## config.mk

```make
export PLATFORM = sky130hd
export DESIGN_NAME = epoch_seconds_to_fat_datetime_top
export DESIGN_NICKNAME = d
export VERILOG_FILES = /design/src/rtl/fdt_pkg.sv /design/src/rtl/epoch_seconds_to_fat_datetime_top.sv /design/src/rtl/fdt_cdiv.sv
export SDC_FILE = /design/constraint.sdc
export NUM_CORES = 1
export LEC_CHECK = 0
export ABC_AREA = 1
export BUFFER_PORTS_ARGS = -buffer_cell sky130_fd_sc_hd__buf_2
export CELL_PAD_IN_SITES_DETAIL_PLACEMENT = 1
export CELL_PAD_IN_SITES_GLOBAL_PLACEMENT = 2
export CORE_MARGIN = 2
export CORE_UTILIZATION = 47
export DETAILED_ROUTE_END_ITERATION = 10
export GPL_ROUTABILITY_DRIVEN = 0
export PLACE_DENSITY_LB_ADDON = 0.12
export SYNTH_ARGS = -nofsm -noshare
export SYNTH_HDL_FRONTEND = slang
export SYNTH_SLANG_ARGS = --single-unit
```

## constraint.sdc

```tcl
create_clock -name clk -period 13.6 [get_ports clk]
set_input_delay 1.36 -clock clk [delete_from_list [all_inputs] [get_ports clk]]
set_output_delay 1.36 -clock clk [all_outputs]
set_load 0.02 [all_outputs]
```

## src/rtl/fdt_pkg.sv

```systemverilog
package fdt_pkg;

    // seconds in the calendar units used by the conversion
    localparam int unsigned FOUR_YEAR_SECS = 126230400;
    localparam int unsigned DAY_SECS       = 86400;
    localparam int unsigned HOUR_SECS      = 3600;
    localparam int unsigned MIN_SECS       = 60;

    // offset inside a four-year cycle, offset inside one year
    typedef logic [26:0] cycle_secs_t;
    typedef logic [24:0] year_secs_t;

    // start of each year inside a four-year cycle, first year is leap
    localparam cycle_secs_t YEAR_START [4] = '{
        27'd0, 27'd31622400, 27'd63158400, 27'd94694400
    };

    // start of each month inside a common year
    localparam year_secs_t MONTH_START_COMMON [12] = '{
        25'd0,        25'd2678400,  25'd5097600,  25'd7776000,
        25'd10368000, 25'd13046400, 25'd15638400, 25'd18316800,
        25'd20995200, 25'd23587200, 25'd26265600, 25'd28857600
    };

    // start of each month inside a leap year
    localparam year_secs_t MONTH_START_LEAP [12] = '{
        25'd0,        25'd2678400,  25'd5184000,  25'd7862400,
        25'd10454400, 25'd13132800, 25'd15724800, 25'd18403200,
        25'd21081600, 25'd23673600, 25'd26352000, 25'd28944000
    };

    // load enables of the three stages of a constant divider
    typedef struct packed {
        logic mul;
        logic sub;
        logic fix;
    } div_en_t;

    // calendar fields that ride along with the time-of-day divisions
    typedef struct packed {
        logic [7:0] years;
        logic [3:0] month;
        logic [4:0] day;
        logic [4:0] hour;
    } side_t;

endpackage

```

## src/rtl/epoch_seconds_to_fat_datetime_top.sv

```systemverilog
// Converts a count of seconds since 1980-01-01 00:00:00 into the packed FAT
// date-time word (year-1980, month, day, hour, minute, seconds/2), with
// year_overflow set when the year passes 2107 and its field wraps. Every
// fourth year starting with 1980 counts as leap, 2100 included. The block is
// a 15-stage pipeline that takes one beat every cycle unless seconds_stall is
// high. The depth is set by four chained divisions by constants (four-year
// cycle, day, hour, minute), each three stages of reciprocal multiply,
// subtract and correct, plus the year search, the month search and the output
// register. Empty stages close up, so beats are still taken while a finished
// result waits on result_stall.
module epoch_seconds_to_fat_datetime_top (
    input  logic        clk,
    input  logic        rst_n,
    input  logic        seconds_valid,
    output logic        seconds_stall,
    input  logic [31:0] seconds_count,
    output logic        result_valid,
    input  logic        result_stall,
    output logic [31:0] fat_datetime,
    output logic        year_overflow
);
    import fdt_pkg::*;

    localparam int NS         = 15;
    localparam int ST_YEAR    = 3;
    localparam int ST_MONTH   = 4;
    localparam int ST_DAY     = 5;
    localparam int ST_HOUR    = 8;
    localparam int ST_MIN     = 11;
    localparam int ST_OUT     = 14;
    localparam int SIDE_FIRST = 5;
    localparam int SIDE_LAST  = 13;

    logic [NS-1:0] v_reg;
    logic [NS-1:0] en;

    div_en_t cyc_en;
    div_en_t day_en;
    div_en_t hour_en;
    div_en_t min_en;

    logic [5:0]  cyc_q;
    cycle_secs_t cyc_r;
    logic [4:0]  day_q;
    logic [16:0] day_r;
    logic [4:0]  hour_q;
    logic [11:0] hour_r;
    logic [5:0]  min_q;
    logic [5:0]  min_r;

    logic [1:0]  yoff;
    year_secs_t  yr_rem_next;
    logic [7:0]  yr_years_reg;
    logic        yr_leap_reg;
    year_secs_t  yr_rem_reg;

    logic [3:0]  mi;
    year_secs_t  mo_start;
    logic [21:0] mo_rem_next;
    logic [7:0]  mo_years_reg;
    logic [3:0]  mo_month_reg;
    logic [21:0] mo_rem_reg;

    side_t side_next [SIDE_FIRST:SIDE_LAST];
    side_t side_reg  [SIDE_FIRST:SIDE_LAST];

    logic [31:0] fat_next;
    logic [31:0] fat_reg;
    logic        ovf_reg;

    // stage loads when empty or when the next stage moves on
    always_comb
    begin
        en[NS-1] = !v_reg[NS-1] || !result_stall;
        for (int i = NS - 2; i >= 0; i--)
        begin
            en[i] = !v_reg[i] || en[i+1];
        end
    end

    assign seconds_stall = !en[0];

    // valid bits travel with the beats
    always_ff @(posedge clk or negedge rst_n)
    begin
        if (!rst_n)
        begin
            v_reg <= '0;
        end
        else
        begin
            if (en[0])
            begin
                v_reg[0] <= seconds_valid;
            end
            for (int i = 1; i < NS; i++)
            begin
                if (en[i])
                begin
                    v_reg[i] <= v_reg[i-1];
                end
            end
        end
    end

    assign cyc_en  = '{mul: en[0], sub: en[1], fix: en[2]};
    assign day_en  = '{mul: en[ST_DAY], sub: en[ST_DAY+1], fix: en[ST_DAY+2]};
    assign hour_en = '{mul: en[ST_HOUR], sub: en[ST_HOUR+1], fix: en[ST_HOUR+2]};
    assign min_en  = '{mul: en[ST_MIN], sub: en[ST_MIN+1], fix: en[ST_MIN+2]};

    // split into whole four-year cycles
    fdt_cdiv #(
        .IN_W    (32),
        .DIVISOR (FOUR_YEAR_SECS),
        .Q_W     (6),
        .R_W     (27)
    ) u_cyc_div (
        .clk       (clk),
        .en        (cyc_en),
        .dividend  (seconds_count),
        .quotient  (cyc_q),
        .remainder (cyc_r)
    );

    // year inside the cycle
    always_comb
    begin
        yoff = 2'd0;
        for (int i = 1; i < 4; i++)
        begin
            if (cyc_r >= YEAR_START[i])
            begin
                yoff = 2'(i);
            end
        end
        yr_rem_next = year_secs_t'(cyc_r - YEAR_START[yoff]);
    end

    always_ff @(posedge clk)
    begin
        if (en[ST_YEAR])
        begin
            yr_years_reg <= {cyc_q, yoff};
            yr_leap_reg  <= (yoff == 2'd0);
            yr_rem_reg   <= yr_rem_next;
        end
    end

    // month by threshold search in the leap or common table
    always_comb
    begin
        mi = 4'd0;
        for (int i = 1; i < 12; i++)
        begin
            if (yr_rem_reg >= (yr_leap_reg ? MONTH_START_LEAP[i] : MONTH_START_COMMON[i]))
            begin
                mi = 4'(i);
            end
        end
        mo_start    = yr_leap_reg ? MONTH_START_LEAP[mi] : MONTH_START_COMMON[mi];
        mo_rem_next = 22'(yr_rem_reg - mo_start);
    end

    always_ff @(posedge clk)
    begin
        if (en[ST_MONTH])
        begin
            mo_years_reg <= yr_years_reg;
            mo_month_reg <= 4'(mi + 4'd1);
            mo_rem_reg   <= mo_rem_next;
        end
    end

    // day, hour and minute by constant division
    fdt_cdiv #(
        .IN_W    (22),
        .DIVISOR (DAY_SECS),
        .Q_W     (5),
        .R_W     (17)
    ) u_day_div (
        .clk       (clk),
        .en        (day_en),
        .dividend  (mo_rem_reg),
        .quotient  (day_q),
        .remainder (day_r)
    );

    fdt_cdiv #(
        .IN_W    (17),
        .DIVISOR (HOUR_SECS),
        .Q_W     (5),
        .R_W     (12)
    ) u_hour_div (
        .clk       (clk),
        .en        (hour_en),
        .dividend  (day_r),
        .quotient  (hour_q),
        .remainder (hour_r)
    );

    fdt_cdiv #(
        .IN_W    (12),
        .DIVISOR (MIN_SECS),
        .Q_W     (6),
        .R_W     (6)
    ) u_min_div (
        .clk       (clk),
        .en        (min_en),
        .dividend  (hour_r),
        .quotient  (min_q),
        .remainder (min_r)
    );

    // calendar fields delayed alongside the dividers
    always_comb
    begin
        side_next[SIDE_FIRST] = '{
            years: mo_years_reg,
            month: mo_month_reg,
            day:   5'd0,
            hour:  5'd0
        };
        for (int i = SIDE_FIRST + 1; i <= SIDE_LAST; i++)
        begin
            side_next[i] = side_reg[i-1];
            if (i == ST_HOUR)
            begin
                side_next[i].day = 5'(day_q + 5'd1);
            end
            if (i == ST_MIN)
            begin
                side_next[i].hour = hour_q;
            end
        end
    end

    always_ff @(posedge clk)
    begin
        for (int i = SIDE_FIRST; i <= SIDE_LAST; i++)
        begin
            if (en[i])
            begin
                side_reg[i] <= side_next[i];
            end
        end
    end

    // pack the FAT word
    assign fat_next = {
        side_reg[SIDE_LAST].years[6:0],
        side_reg[SIDE_LAST].month,
        side_reg[SIDE_LAST].day,
        side_reg[SIDE_LAST].hour,
        min_q,
        min_r[5:1]
    };

    always_ff @(posedge clk)
    begin
        if (en[ST_OUT])
        begin
            fat_reg <= fat_next;
            ovf_reg <= side_reg[SIDE_LAST].years[7];
        end
    end

    assign result_valid  = v_reg[NS-1];
    assign fat_datetime  = fat_reg;
    assign year_overflow = ovf_reg;

    // input only stalls when every stage is full and the output is held
    a_stall_only_when_full : assert property (@(posedge clk) disable iff (!rst_n)
        seconds_stall |-> (result_valid && result_stall))
        else $error("input stalled while the pipeline has room");

    // month field is a real month
    a_month_range : assert property (@(posedge clk) disable iff (!rst_n)
        result_valid |-> (fat_datetime[24:21] >= 4'd1 && fat_datetime[24:21] <= 4'd12))
        else $error("month field out of range");

    // day and time-of-day fields stay in range
    a_time_range : assert property (@(posedge clk) disable iff (!rst_n)
        result_valid |-> (fat_datetime[20:16] != 5'd0 && fat_datetime[15:11] < 5'd24 &&
                          fat_datetime[10:5] < 6'd60 && fat_datetime[4:0] < 5'd30))
        else $error("day or time field out of range");

endmodule

```

## src/rtl/fdt_cdiv.sv

```systemverilog
module fdt_cdiv #(
    parameter int          IN_W    = 32,
    parameter int unsigned DIVISOR = 126230400,
    parameter int          Q_W     = 6,
    parameter int          R_W     = 27
) (
    input  logic                clk,
    input  fdt_pkg::div_en_t    en,
    input  logic [IN_W-1:0]     dividend,
    output logic [Q_W-1:0]      quotient,
    output logic [R_W-1:0]      remainder
);
    import fdt_pkg::*;

    // reciprocal scaled by 2^IN_W, the estimate is low by at most one
    localparam int              PW      = 2 * IN_W;
    localparam longint unsigned RECIP_L = (64'd1 << IN_W) / DIVISOR;
    localparam logic [IN_W-1:0] RECIP   = IN_W'(RECIP_L);
    localparam logic [R_W:0]    DIV_R   = (R_W + 1)'(DIVISOR);

    logic [PW-1:0]   prod;
    logic [Q_W-1:0]  qe_next;
    logic [Q_W-1:0]  qe_reg;
    logic [IN_W-1:0] x_reg;
    logic [IN_W-1:0] qd;
    logic [R_W:0]    r_next;
    logic [R_W:0]    r_reg;
    logic [Q_W-1:0]  q2_reg;
    logic            fix;
    logic [Q_W-1:0]  quotient_next;
    logic [R_W-1:0]  remainder_next;
    logic [Q_W-1:0]  quotient_reg;
    logic [R_W-1:0]  remainder_reg;

    // stage 1: quotient estimate by reciprocal multiply
    assign prod    = PW'(dividend) * PW'(RECIP);
    assign qe_next = Q_W'(prod >> IN_W);

    always_ff @(posedge clk)
    begin
        if (en.mul)
        begin
            x_reg  <= dividend;
            qe_reg <= qe_next;
        end
    end

    // stage 2: partial remainder, below twice the divisor
    assign qd     = IN_W'(qe_reg * DIVISOR);
    assign r_next = (R_W + 1)'(x_reg - qd);

    always_ff @(posedge clk)
    begin
        if (en.sub)
        begin
            r_reg  <= r_next;
            q2_reg <= qe_reg;
        end
    end

    // stage 3: one compare and subtract fixes the estimate
    assign fix            = (r_reg >= DIV_R);
    assign quotient_next  = fix ? Q_W'(q2_reg + 1'b1) : q2_reg;
    assign remainder_next = fix ? R_W'(r_reg - DIV_R) : R_W'(r_reg);

    always_ff @(posedge clk)
    begin
        if (en.fix)
        begin
            quotient_reg  <= quotient_next;
            remainder_reg <= remainder_next;
        end
    end

    assign quotient  = quotient_reg;
    assign remainder = remainder_reg;

endmodule

```

==> Word level (Yosys, flattened, before mapping) <==
Memories as Yosys holds them, arrays and structs flattened. A register that Yosys moved wholly into a read port is not among the register bits.
Cells that the tools add are included.
{ "op_classes": {"n_mul": 8, "n_mux": 58, "order_cmp": 20, "reduce_logical": 33, "bitwise_logic": 2, "n_addsub": 16, "n_shift": 0, "n_eq_ne": 0, "n_div": 0} }
{ "op_table": {"columns": ["cell", "count"], "rows": [
  ["25-bit greater-or-equal comparator", 5],
  ["22-bit two-way mux", 5],
  ["17-bit two-way mux", 6],
  ["25-bit by 24-bit greater-or-equal comparator with 1-bit output", 3],
  ["20-bit two-way mux", 3],
  ["27-bit binary-select mux with 2-bit select", 1],
  ["25-bit by 23-bit greater-or-equal comparator with 1-bit output", 2],
  ["25-bit two-way mux", 2],
  ["4-bit two-way mux", 10],
  ["32-bit by 5-bit multiplier with 37-bit output, second input constant", 1],
  ["18-bit two-way mux", 2],
  ["28-bit by 27-bit greater-or-equal comparator with 1-bit output, second input constant", 1],
  ["28-bit subtractor", 1],
  ["27-bit by 25-bit greater-or-equal comparator with 1-bit output, second input constant", 1],
  ["27-bit by 26-bit greater-or-equal comparator with 1-bit output, second input constant", 1],
  ["27-bit greater-or-equal comparator, second input constant", 1],
  ["27-bit two-way mux", 1],
  ["27-bit subtractor, second input constant", 1],
  ["25-bit by 22-bit greater-or-equal comparator with 1-bit output, second input constant", 1],
  ["25-bit subtractor", 1],
  ["22-bit by 2-bit multiplier with 23-bit output, second input constant", 1],
  ["22-bit subtractor", 1],
  ["6-bit by 20-bit multiplier with 21-bit output, second input constant", 1],
  ["17-bit by 4-bit multiplier with 20-bit output, second input constant", 1],
  ["28 further kinds", 84]
]} }
{ "totals": {"memories": 3, "word_cells": 186, "mem_bits_rw": 198, "ff_bits": 375, "mem_bits_ro": 800, "inputBits": 36, "latchBits": 0} }
{ "mem_list": {"columns": ["memory", "words", "width", "rd", "rd_clocked_by_memory_dff", "wr", "line", "text"], "rows": [
  ["(no name shown)", 16, 25, 1, 0, 0, "epoch_seconds_to_fat_datetime_top.sv:160", "mo_start = yr_leap_reg ? MONTH_START_LEAP[mi] : MONTH_START_COMMON[mi];"],
  ["(no name shown)", 16, 25, 1, 0, 0, "epoch_seconds_to_fat_datetime_top.sv:160", null],
  ["side_reg", 9, 22, 9, 1, 9, "epoch_seconds_to_fat_datetime_top.sv:65", "side_t side_reg [SIDE_FIRST:SIDE_LAST];"]
]} }

==> Depth between registers and ports, before layout <==
{ "logic_depth": {"depth_word": 18, "ltp_mapped": 41, "ltp_nobuf": 40} }

==> By module <==
A second synthesis with hierarchy kept.
{ "hier_totals": {"cells_unflattened": 3240, "area_unflattened_um2": 30857.1} }
{ "modules_own_cells": {"columns": ["mod", "cells_each", "area_each_um2", "instances"], "rows": [
  ["epoch_seconds_to_fat_datetime_top", 1007, 12044.1, 1],
  ["fdt_cdiv (u_cyc_div)", 1055, 8413.1, 1],
  ["fdt_cdiv (u_day_div)", 582, 4740.8, 1],
  ["fdt_cdiv (u_hour_div)", 357, 3357.0, 1],
  ["fdt_cdiv (u_min_div)", 239, 2302.2, 1]
]} }

==> Worst setup path before layout <==
No wires, ideal clock.
{ "synth_timing": {"path_type": "input to output", "startpoint": "input result_stall", "endpoint": "output seconds_stall", "cell_stages": 22, "required_ns": 12.240, "t_arrival_ns": 6.621, "setup_slack_ns": 5.619, "cell_sequence": "nand2_2 nor2_2 inv_2 nor2_2 inv_2 nor2_2 inv_2 nor2_2 inv_2 nor2_2 inv_2 nor2_2 inv_2 nor2_4 nand2_4 nor2_4 nand2_4 nor2_4 nand2_4 nor2_4 nand2_2 inv_2"} }
{ "synth_lines": {"columns": ["element", "line", "text"], "rows": [
  ["from (decl)", "epoch_seconds_to_fat_datetime_top.sv:18", "input logic result_stall,"],
  ["to (decl)", "epoch_seconds_to_fat_datetime_top.sv:15", "output logic seconds_stall,"]
]} }

==> flow_results.org <==
** Run status
- Outcome :: completed

** Logic synthesis
- The synthesized design contains around 530 register bits.
- For this run, the leading register cell type out of synthesis is edfxtp_1.
- Sequential-to-total area share from yosys stat :: 0.577
- Post-synthesis instance area :: ~27000 sq um
- Yosys Warn Count :: 0
- Synthesis produced a netlist with a net count of between 2k and 3k.
- Proportion of register bits with asynchronous set or reset after synthesis :: 0.0284
- Number of synthesized flops with an enable pin :: 513
- Synthesized area per cell :: about 12 sq um
- Distinct cell type count of the synthesized netlist :: between 50 and 60
- Mapped Cells :: 2317

** Critical path
- On the critical path, the stage with the largest delay is an instance of nand2_2.
- Critical path arrival :: between 8000 and 9000 ps
- The signal on the critical path passes through buf_2 -> nand2_2 -> nor2_2 -> inv_2 -> nor2_2 -> inv_2 -> nor2_2 -> inv_2 -> nor2_2 -> inv_2 -> nor2_2 -> inv_2 -> nor2_2 -> inv_2 -> nor2_4 -> nand2_4 -> nor2_4 -> nand2_4 -> nor2_4 -> nand2_4 -> nor2_4 -> nand2_2 -> inv_2 -> buf_2.
- CP peak stage delay :: between 600 and 700 ps
- Category of the worst setup path launch point :: primary input
- The worst setup path is captured at a primary output.
- Setup Crit Path Kind :: primary input to primary output
- Among the stages of the critical path, the cell type that occurs most often is inv_2.
- CP max FO :: 37
- STA puts the critical path data required time at between 10000 and 15000 ps.

** Hold path
- The path class of the tightest hold or removal check is register to register.

** Finish
- Summing all non-filler instances in the final layout gives an area of between 30000 and 40000 sq um.
- Of the cells placed in the final design, the portion with a size suffix greater than 1 is 0.0792.
- Commonest non-fill, non-tap cell in the layout :: edfxtp_1
- The library cells used most frequently in the layout, excluding fill and tap cells, are edfxtp_1 (513), nand2_1 (338), ha_1 (286).
- Area of the multi-input gates :: 10500 sq um
- In the final layout, flip-flops and latches occupy approximately 16000 sq um.
- Antenna cells :: 0
- Counting the fill cells in the layout gives approximately 6k.
- The net count of the finished layout is 2785.
- Flip-flop count of the largest register after layout :: about 150
- Compared with the post-synthesis result, the final layout area differs by 11.4%.

** STA
- For the final database, setup skew stands at between 30 and 40 ps.
- Period utilisation layout :: 0.717
- The worst pin sits at a relative slew slack of 0.324.
- Setup repair after global routing left no endpoint under its margin.
- Actual slew at the worst max-slew pin :: between 1000 and 1500 ps
- The final number of max-transition violations is 0.
- Timing would allow up to approximately 0.1 GHz.
- Setup violations remaining at the end of the flow were counted as 0.
- TNS Setup :: 0 ps
- Shortest clock period the worst path allows after layout :: 9750 ps
- Final Hold Violating Endpoints :: 0

** Detailed routing
- For this run, design rule violations remaining after detail routing come to 0.
- Number of detailed-routing iterations run before antenna repair :: 5
- After detailed routing, the number of vias per cell comes to 5.31.
- Total via count after detailed routing :: 17.3k
- The first routing iteration left around 880 violations.
- Dividing the detail-routed wire length by the instance count gives just under 20 um.
- Wirelength, routed :: approximately 64000 um
- Number of routed nets with antenna violations :: 0

** CTS
- The tree built by TritonCTS fans out to 528 sinks.
- Post-CTS setup buffer count :: 0
- Post-CTS repair changed the size of 0 cells.
- Max H-tree Level :: 2
- Clock tree from TritonCTS :: built
- Total clock buffers created by CTS :: 54
- Root buffer cell :: clkbuf_16
- Quantity of hold-fixing buffers added after cts :: 0
- Clock Latency Late Sink :: 620 ps
- Clock transition at path regs :: 60 ps
- The clock passes through at most 3 buffers.

** Floorplanning
- The die is between 200 and 250 um tall.
- DIE AREA :: between 60000 and 70000 sq um
- The floorplan step set the die width to 245 um.
- Effective utilization at floorplan :: 0.475
- The core region is 57600 sq um.
- The initialized floorplan defines 88 standard-cell rows.
- Count of pins on the block boundary :: a little over 70

** Placement
- Summing all placed instances gives a cell area of around 29000 sq um.
- Number of port buffers :: 70
- The wire-length estimate of the detail-placed layout is approximately 49000 um.

** GRT
- Most used routing layer :: met2
- Maximum number of pins on one net before global-route repair :: 38
- Overall overflow remaining after global route :: 0
- For this run, global-route usage on met2 was measured as 0.391.
- Grt met3 use :: 0.0271
- Initial antenna violation count :: 0
- Number of global-route vias before repair :: between 15k and 20k
- Across every metal layer, demand over resource in global routing totals 0.217.
- The first global-routing pass estimated slightly above 100000 um of wire.
- For met1 alone, demand over resource in global routing was 0.274.

** Run
- Max-cap viol count :: 0
## cell families after synthesis
logic type | Yosys count | share of synthesized area
AND/OR/NAND/NOR | 684 | 0.109
flip-flops | 528 | 0.577
AO/OA/AOI/OAI | 326 | 0.0681
adder cells (fa/ha/maj) | 309 | 0.148
buffers and inverters | 287 | 0.0396
XOR/XNOR | 180 | 0.0576
multiplexers | 3 | 0.00124
## cells in the mapped netlist (6+ instances only)
cell	count	area [sq um]
nand2_1	338	1270
inv_1	267	1000
nor2_1	150	563
ha_1	286	3580
nor4_1	13	81.3
nand3_1	78	390
a21o_1	7	52.6
nor2_2	9	56.3
fa_1	23	460
nor3_1	25	125
edfxtp_1	513	15400
o31ai_1	8	60.1
inv_2	9	33.8
a211oi_1	6	45.0
a31oi_1	10	62.6
nand4_1	38	238
o211ai_1	14	105
o21ai_0	75	375
dfrtp_1	15	375
or2_2	10	62.6
o21bai_1	14	105
a21oi_1	161	806
xnor2_1	71	622
xor2_1	109	955
## metal layers
| metal | routed length [um] | vias up | part of all wire |
|---|---|---|---|
| li1 | - | 8412 | - |
| met1 | 28100 | 8520 | 0.44 |
| met2 | 32300 | 258 | 0.51 |
| met3 | 2070 | 84 | 0.032 |
| met4 | 1260 | 0 | 0.020 |
| met5 | 0 | - | 0 |
## cell type report
type,instances,share of cell area
clock buffer,70,0.0470
clock inverter,32,0.0114
inverter,278,0.0342
multi-input combinational,1502,0.344
sequential,528,0.518
tap,765,0.0314
timing repair buffer,76,0.0140
## through the flow
step / hold slack (ps) / setup slack (ps) / cells / utilization
CTS: 414 / 3560 / 3249 / 0.528
floorplan: 400 / 5620 / 2317 / -
global placement: 401 / 4250 / 3147 / 0.497
finish: 410 / 3850 / 3251 / 0.529
detailed placement: 406 / 3600 / 3147 / 0.497
global route: 415 / 2880 / 3251 / 0.529
## critical path: cells and delay by family
| family | cells | cell delay, ps |
|---|---|---|
| and+or+nand+nor | 15 | 3080 |
| buffers and inverters | 9 | 3880 |
## worst paths after layout
kind | cells after the start | start | slack (ps) | endpoint
worst max-delay path | 24 | result_stall | 3850 | seconds_stall
worst min-delay path | 0 | side_reg[5][11] | 410 | side_reg[6][11]
worst max register to register | 23 | v_reg[14] | 6110 | v_reg[0]
worst min register to register | 0 | side_reg[5][11] | 410 | side_reg[6][11]
max in group asynchronous | 1 | rst_n | 12470 | v_reg[1]
min in group asynchronous | 1 | rst_n | 730 | v_reg[0]
Power is left out: the tool's default activity adds up to more than one toggle a clock period on the data nets, which glitch-free logic cannot reach.
